**config.mk**
```make
export PLATFORM = sky130hd
export DESIGN_NAME = radio_api_frame_receiver_unit
export DESIGN_NICKNAME = d
export VERILOG_FILES = /design/src/rtl/core/rafr_pkg.sv /design/src/rtl/core/rafr_parser.sv /design/src/rtl/core/rafr_out_fifo.sv /design/src/rtl/core/radio_api_frame_receiver_unit.sv
export SDC_FILE = /design/constraint.sdc
export NUM_CORES = 1
export LEC_CHECK = 0
export BUFFER_PORTS_ARGS = -buffer_cell sky130_fd_sc_hd__buf_2
export CAP_MARGIN = 0
export CORE_MARGIN = 2
export CORE_UTILIZATION = 58
export CTS_CLUSTER_SIZE = 20
export DETAILED_ROUTE_END_ITERATION = 8
export PLACE_DENSITY = 0.76
export REMOVE_ABC_BUFFERS = 1
export SYNTH_ARGS = -nofsm -noshare
export SYNTH_HDL_FRONTEND = slang
export SYNTH_SLANG_ARGS = --single-unit
```
**constraint.sdc**
```tcl
create_clock -name clk -period 4.4 [get_ports clk]
set_input_delay 0.88 -clock clk [delete_from_list [all_inputs] [get_ports clk]]
set_output_delay 0.88 -clock clk [all_outputs]
set_load 0.05 [all_outputs]
```
**src/rtl/core/rafr_pkg.sv**
```systemverilog
`timescale 1ns / 1ps

package rafr_pkg;

  localparam logic [7:0]  StartByte      = 8'h7E;
  localparam logic [15:0] LengthExpected = 16'h0006;
  localparam logic [7:0]  ApiIdExpected  = 8'h01;
  localparam logic [7:0]  FrameIdExpected = 8'h00;
  localparam logic [7:0]  OptionsExpected = 8'h01;
  localparam logic [7:0]  SumExpected    = 8'hFF;

  // frame byte positions
  localparam logic [3:0] PosLenHi   = 4'd1;
  localparam logic [3:0] PosLenLo   = 4'd2;
  localparam logic [3:0] PosApiId   = 4'd3;
  localparam logic [3:0] PosFrameId = 4'd4;
  localparam logic [3:0] PosAddrHi  = 4'd5;
  localparam logic [3:0] PosAddrLo  = 4'd6;
  localparam logic [3:0] PosOptions = 4'd7;
  localparam logic [3:0] PosCharge  = 4'd8;
  localparam logic [3:0] PosCsum    = 4'd9;

  typedef enum logic [3:0] {
    PH_WAIT   = 4'b0001,
    PH_LEN_HI = 4'b0010,
    PH_LEN_LO = 4'b0100,
    PH_DATA   = 4'b1000
  } phase_t;

  typedef struct packed {
    logic        vld;
    logic [15:0] addr;
    logic [7:0]  charge;
  } result_t;

endpackage

```
**src/rtl/core/rafr_parser.sv**
```systemverilog
`timescale 1ns / 1ps

module rafr_parser (
  input  logic              clk,
  input  logic              rst,
  input  logic              in_valid,
  output logic              in_ready,
  input  logic [7:0]        rx_byte,
  input  logic              space,
  output rafr_pkg::result_t res
);

  logic                byte_vld;
  logic [7:0]          byte_q;
  logic                fire;

  rafr_pkg::phase_t    phase, phase_next;
  logic [3:0]          byte_position, byte_position_next;
  logic [7:0]          length_high_byte, length_high_byte_next;
  logic [7:0]          running_sum, running_sum_next;
  logic                header_ok, header_ok_next;
  logic [15:0]         captured_address, captured_address_next;
  logic [7:0]          captured_charge, captured_charge_next;
  logic                emit;

  assign fire     = byte_vld && space;
  assign in_ready = !byte_vld || space;

  // input register
  always_ff @(posedge clk) begin
    if (rst) begin
      byte_vld <= 1'b0;
    end else if (in_ready) begin
      byte_vld <= in_valid;
    end
    if (in_ready && in_valid) begin
      byte_q <= rx_byte;
    end
  end

  always_comb begin
    phase_next            = phase;
    byte_position_next    = byte_position;
    length_high_byte_next = length_high_byte;
    running_sum_next      = running_sum;
    header_ok_next        = header_ok;
    captured_address_next = captured_address;
    captured_charge_next  = captured_charge;
    emit                  = 1'b0;
    case (phase)
      rafr_pkg::PH_WAIT: begin
        if (byte_q == rafr_pkg::StartByte) begin
          phase_next         = rafr_pkg::PH_LEN_HI;
          byte_position_next = rafr_pkg::PosLenHi;
        end
      end
      rafr_pkg::PH_LEN_HI: begin
        length_high_byte_next = byte_q;
        phase_next            = rafr_pkg::PH_LEN_LO;
        byte_position_next    = rafr_pkg::PosLenLo;
      end
      rafr_pkg::PH_LEN_LO: begin
        if ({length_high_byte, byte_q} == rafr_pkg::LengthExpected) begin
          phase_next         = rafr_pkg::PH_DATA;
          byte_position_next = rafr_pkg::PosApiId;
          running_sum_next   = 8'h00;
          header_ok_next     = 1'b1;
        end else begin
          // bad length: the failing byte is not rechecked as a start byte
          phase_next            = rafr_pkg::PH_WAIT;
          byte_position_next    = 4'd0;
          length_high_byte_next = 8'h00;
          running_sum_next      = 8'h00;
          header_ok_next        = 1'b1;
        end
      end
      rafr_pkg::PH_DATA: begin
        running_sum_next   = running_sum + byte_q;
        byte_position_next = byte_position + 4'd1;
        case (byte_position)
          rafr_pkg::PosApiId:   if (byte_q != rafr_pkg::ApiIdExpected) header_ok_next = 1'b0;
          rafr_pkg::PosFrameId: if (byte_q != rafr_pkg::FrameIdExpected) header_ok_next = 1'b0;
          rafr_pkg::PosAddrHi:  captured_address_next[15:8] = byte_q;
          rafr_pkg::PosAddrLo:  captured_address_next[7:0] = byte_q;
          rafr_pkg::PosOptions: if (byte_q != rafr_pkg::OptionsExpected) header_ok_next = 1'b0;
          rafr_pkg::PosCharge:  captured_charge_next = byte_q;
          default: ;
        endcase
        if (byte_position == rafr_pkg::PosCsum) begin
          emit                  = header_ok_next && (running_sum_next == rafr_pkg::SumExpected);
          phase_next            = rafr_pkg::PH_WAIT;
          byte_position_next    = 4'd0;
          length_high_byte_next = 8'h00;
          running_sum_next      = 8'h00;
          header_ok_next        = 1'b1;
        end
      end
      default: begin
        phase_next            = rafr_pkg::PH_WAIT;
        byte_position_next    = 4'd0;
        length_high_byte_next = 8'h00;
        running_sum_next      = 8'h00;
        header_ok_next        = 1'b1;
      end
    endcase
  end

  always_ff @(posedge clk) begin
    if (rst) begin
      phase            <= rafr_pkg::PH_WAIT;
      byte_position    <= 4'd0;
      length_high_byte <= 8'h00;
      running_sum      <= 8'h00;
      header_ok        <= 1'b1;
      captured_address <= 16'h0000;
      captured_charge  <= 8'h00;
    end else if (fire) begin
      phase            <= phase_next;
      byte_position    <= byte_position_next;
      length_high_byte <= length_high_byte_next;
      running_sum      <= running_sum_next;
      header_ok        <= header_ok_next;
      captured_address <= captured_address_next;
      captured_charge  <= captured_charge_next;
    end
  end

  assign res.vld    = fire && emit;
  assign res.addr   = captured_address;
  assign res.charge = captured_charge;

  a_data_pos: assert property (@(posedge clk) disable iff (rst)
    (phase == rafr_pkg::PH_DATA) |-> (byte_position >= rafr_pkg::PosApiId &&
                                      byte_position <= rafr_pkg::PosCsum))
    else $error("data phase with position out of frame");

  a_res_fire: assert property (@(posedge clk) disable iff (rst)
    res.vld |-> (phase == rafr_pkg::PH_DATA && byte_position == rafr_pkg::PosCsum))
    else $error("result outside checksum byte");

  a_hold: assert property (@(posedge clk) disable iff (rst)
    (byte_vld && !space) |=> (byte_vld && $stable(byte_q) && $stable(phase)))
    else $error("stalled item lost");

endmodule

```
**src/rtl/core/rafr_out_fifo.sv**
```systemverilog
`timescale 1ns / 1ps

module rafr_out_fifo (
  input  logic              clk,
  input  logic              rst,
  input  rafr_pkg::result_t res,
  output logic              space,
  output logic              out_valid,
  input  logic              out_ready,
  output logic [15:0]       peer_address,
  output logic [7:0]        charge_level
);

  logic [23:0] mem [2];
  logic        wr_ptr;
  logic        rd_ptr;
  logic [1:0]  count;
  logic        push;
  logic        pop;

  assign space     = (count != 2'd2);
  assign out_valid = (count != 2'd0);
  assign push      = res.vld;
  assign pop       = out_valid && out_ready;

  always_ff @(posedge clk) begin
    if (rst) begin
      wr_ptr <= 1'b0;
      rd_ptr <= 1'b0;
      count  <= 2'd0;
    end else begin
      if (push) wr_ptr <= !wr_ptr;
      if (pop)  rd_ptr <= !rd_ptr;
      count <= count + {1'b0, push} - {1'b0, pop};
    end
    if (push) begin
      mem[wr_ptr] <= {res.addr, res.charge};
    end
  end

  assign peer_address = mem[rd_ptr][23:8];
  assign charge_level = mem[rd_ptr][7:0];

  a_count_range: assert property (@(posedge clk) disable iff (rst)
    count <= 2'd2)
    else $error("fifo count overflow");

  a_no_overrun: assert property (@(posedge clk) disable iff (rst)
    push |-> (space || pop))
    else $error("push into full fifo");

  a_ptr_count: assert property (@(posedge clk) disable iff (rst)
    (count == 2'd0 || count == 2'd2) |-> (wr_ptr == rd_ptr))
    else $error("fifo pointers disagree with count");

endmodule

```
**src/rtl/core/radio_api_frame_receiver_unit.sv**
```systemverilog
`timescale 1ns / 1ps

// Radio API frame receiver.
// Input channel: one received serial byte per item on rx_byte, in_valid/in_ready.
// Output channel: one item per good frame (peer_address, charge_level),
// out_valid/out_ready. Bad length, bad header or bad checksum frames give no item.
// A frame is 0x7E, length 0x0006, then seven bytes: API id, frame id,
// address high/low, options, charge, checksum. 0x7E inside the body is data.
// out_valid rises once a frame's last byte has passed the input register and the
// parse step has written the result into the 2-entry output queue.
// Throughput: one byte per cycle unless the output queue is full; the parse step is
// a single state update per byte between the input register and the output queue.
// If the receiver stalls, the queue holds up to two results; in_ready drops only
// once the queue is full and a byte is waiting in the input register.
// Reset (rst, synchronous) empties the input register and the output queue and
// returns the parser to waiting for a start byte.
module radio_api_frame_receiver_unit (
  input  logic        clk,
  input  logic        rst,
  input  logic        in_valid,
  output logic        in_ready,
  input  logic [7:0]  rx_byte,
  output logic        out_valid,
  input  logic        out_ready,
  output logic [15:0] peer_address,
  output logic [7:0]  charge_level
);

  rafr_pkg::result_t res;
  logic              space;

  rafr_parser u_parser (
    .clk      (clk),
    .rst      (rst),
    .in_valid (in_valid),
    .in_ready (in_ready),
    .rx_byte  (rx_byte),
    .space    (space),
    .res      (res)
  );

  rafr_out_fifo u_out_fifo (
    .clk          (clk),
    .rst          (rst),
    .res          (res),
    .space        (space),
    .out_valid    (out_valid),
    .out_ready    (out_ready),
    .peer_address (peer_address),
    .charge_level (charge_level)
  );

endmodule

```
==> reports/metrics.cfg <==
[status]
status=complete, no violations

[placed_design]
place_ws_ns=1.18
dp_hpwl_um=5910
placed_cells=522
io_buffers=37
gp_congestion=0.832

[global_routing]
grt_max_degree=56
met3_usage_pct=4.09
grt_use_met1_pct=29.5
grt_pass1_vias=2911
antenna_found_initial=0
grt_overflow=0
met2_usage_pct=35.5
grt_pass1_wl_um=14500
gr-usage-all-layers_pct=21.6
busiest_layer=met2

[die]
die_w_um=94.0
die_h_um=94.0
rows=32
dieArea_mm2=0.00884
start_util_pct=60.2
coreArea_mm2=0.00781
io_pins=38

[sta]
fmax_ghz=0.306
rsz0062_at_grt=false
worst_pin_slew_ns=1.07
finalCriticalPeriod_ns=3.27
setup_ws_ns=1.13
skew_ns=0.0123
setup_viol=0
hold_viol_final=0
tns_ns=0
fin_crit_sh_pct=74.3
hold_ws_ns=0.461
relSlewSlack_pct=27.9
drv_slew=0

[power_and_ir_drop]
clockPowerShare_pct=31.4
peakVddDrop_v=0.000257
p_int_mw=1.56
seqPwrFrac_pct=51.5
switchingPower_mw=0.670
p_leak_nw=1.87
powerDensity_mw_per_mm2=429
swShare_pct=30.0
p_comb_share_pct=17.1
total_power_mw=2.23

[synth]
synth_seq_cells=111
synth_cells=397
synth_area_mm2=0.00470
synth_cell_type_count=55
syn_area_per_cell_um2=11.8
yosysSeqAreaShare_pct=59.2
synthFlopType=edfxtp_1
yosysWarnings=0
synth_edf_count=56
synth-async-reset-ratio_pct=0

[final_layout]
n_antenna_cell=0
final_nets=453
syn_to_final_growth_pct=10.6
final_cells=538
final_cell_mix=edfxtp_1 (56), dfxtp_1 (55), nor2_1 (52)
layout-drive-gt1-share_pct=22.0
final_common_cell=edfxtp_1

[worst_setup_path]
criticalPathCategory=flop to flop
end_kind=flop
crit_arrival_ns=3.51
path_max_fanout=8
crit_required_ns=4.64
crit_path_start_kind=flop

[detailed_routing]
ant_nets=0
drcViolationCount=0
num_vias=3096
first_pass_iters=6
routedWlPerCell_um=16.7
via_per_inst=5.75
finalWirelength_um=8970
drtIter0Drc=195

[clock_tree]
htreeDepth=3
cts_tree=yes
cts_buffers=9
clockBufferDepth=2
clk_latency_ns=0.38
cts.clk_slew.worst_paths_ns=0.10
post_cts_buffers=0
cts_resized=0
clockRootBuffer=clkbuf_8
cts_hold_buf=0
clock_sink_count=111

[flow_run]
max_cap_viol_count=0

[min_path]
hp-class=flop to flop

[Yosys cell counts, drive strengths merged, types with 9 or more instances]
cell | instances | area, um^2
edfxtp | 56 | 1680
dfxtp | 55 | 1100
nor2 | 53 | 206
a21oi | 28 | 140
mux2i | 26 | 260
mux2 | 24 | 270
nand2 | 19 | 71.3
clkbuf | 13 | 48.8
inv | 12 | 45.0
nand3 | 11 | 55.1
nor3 | 10 | 50.1
ha | 9 | 113
[worst paths after layout]
check	startpoint	end	cells after the start	slack, ns
hold reg to reg	u_parser.length_high_byte[2]	u_parser.length_high_byte[2]	2	0.46
setup / recovery	u_parser.byte_q[0]	u_out_fifo.count[1]	14	1.13
setup reg to reg	u_parser.byte_q[0]	u_out_fifo.count[1]	14	1.13
hold / removal	u_parser.length_high_byte[2]	u_parser.length_high_byte[2]	2	0.46
[through the flow]
stage	area, um^2	utilization [%]
global route	5200	66.6
global placement	4960	63.5
floorplan	4630	-
CTS	5200	66.6
detailed placement	4960	63.5
finish	5200	66.6
[area by class of cell]
class,count,area (um^2)
Inverter,12,45.0
Multi-Input combinational cell,258,1810
Tap cell,102,128
Clock buffer,9,124
Clock inverter,7,114
Timing Repair Buffer,39,200
Fill cell,597,2610
Sequential cell,111,2780
[critical path, cell delays in order, from the launching register on]
cell and delay, ns:
edfxtp_1 0.51, ha_1 0.26, inv_1 0.07, fa_1 0.44, nor4_1 0.33, nand4_1 0.13, and4bb_2 0.32, and3_1 0.18
inv_1 0.05, ha_1 0.26, inv_1 0.04, ha_1 0.18, xnor2_1 0.17, xnor2_1 0.15, nor2_1 0.05
[power groups by stage]
stage               logic, mW  registers (mW)  clock network [mW]
floorplan               0.314            1.16                   0
global placement        0.380            1.17                   0
detailed placement      0.383            1.17                   0
CTS                     0.385            1.15               0.703
global route            0.406            1.16               0.750
finish                  0.382            1.15               0.700
[sequential cells by signal, indices dropped and copies added (netlist names), named ones only]
| signal | flops |
|---|---|
| u_parser.phase | 4 |
| u_parser.byte_position | 4 |
| u_parser.captured_address | 16 |
| u_parser.header_ok | 1 |
| u_out_fifo.wr_ptr | 1 |
| u_out_fifo.count | 2 |
| u_out_fifo.rd_ptr | 1 |
| u_parser.running_sum | 8 |
| u_out_fifo.mem | 48 |
| u_parser.captured_charge | 8 |
| u_parser.byte_vld | 1 |
| u_parser.length_high_byte | 8 |
| u_parser.byte_q | 8 |
[logic make-up after synthesis]
family	count (synthesis)	synth area share, %
AOI/OAI and AO/OA	52	6.79
xor gates and xnor gates	7	1.30
adders and majority gates	10	2.82
buffers and inverters	28	2.37
DFF	111	59.2
muxes	50	11.3
and+or+nand+nor	139	16.2
[routing by layer]
metal  share of wire, %  vias to the layer above
met2                 48                       83
met3                4.1                       10
met5                  0                        -
li1                   -                     1513
met4                1.2                        0
met1                 47                     1490
Note: power is estimated with default switching activity, not from simulation.
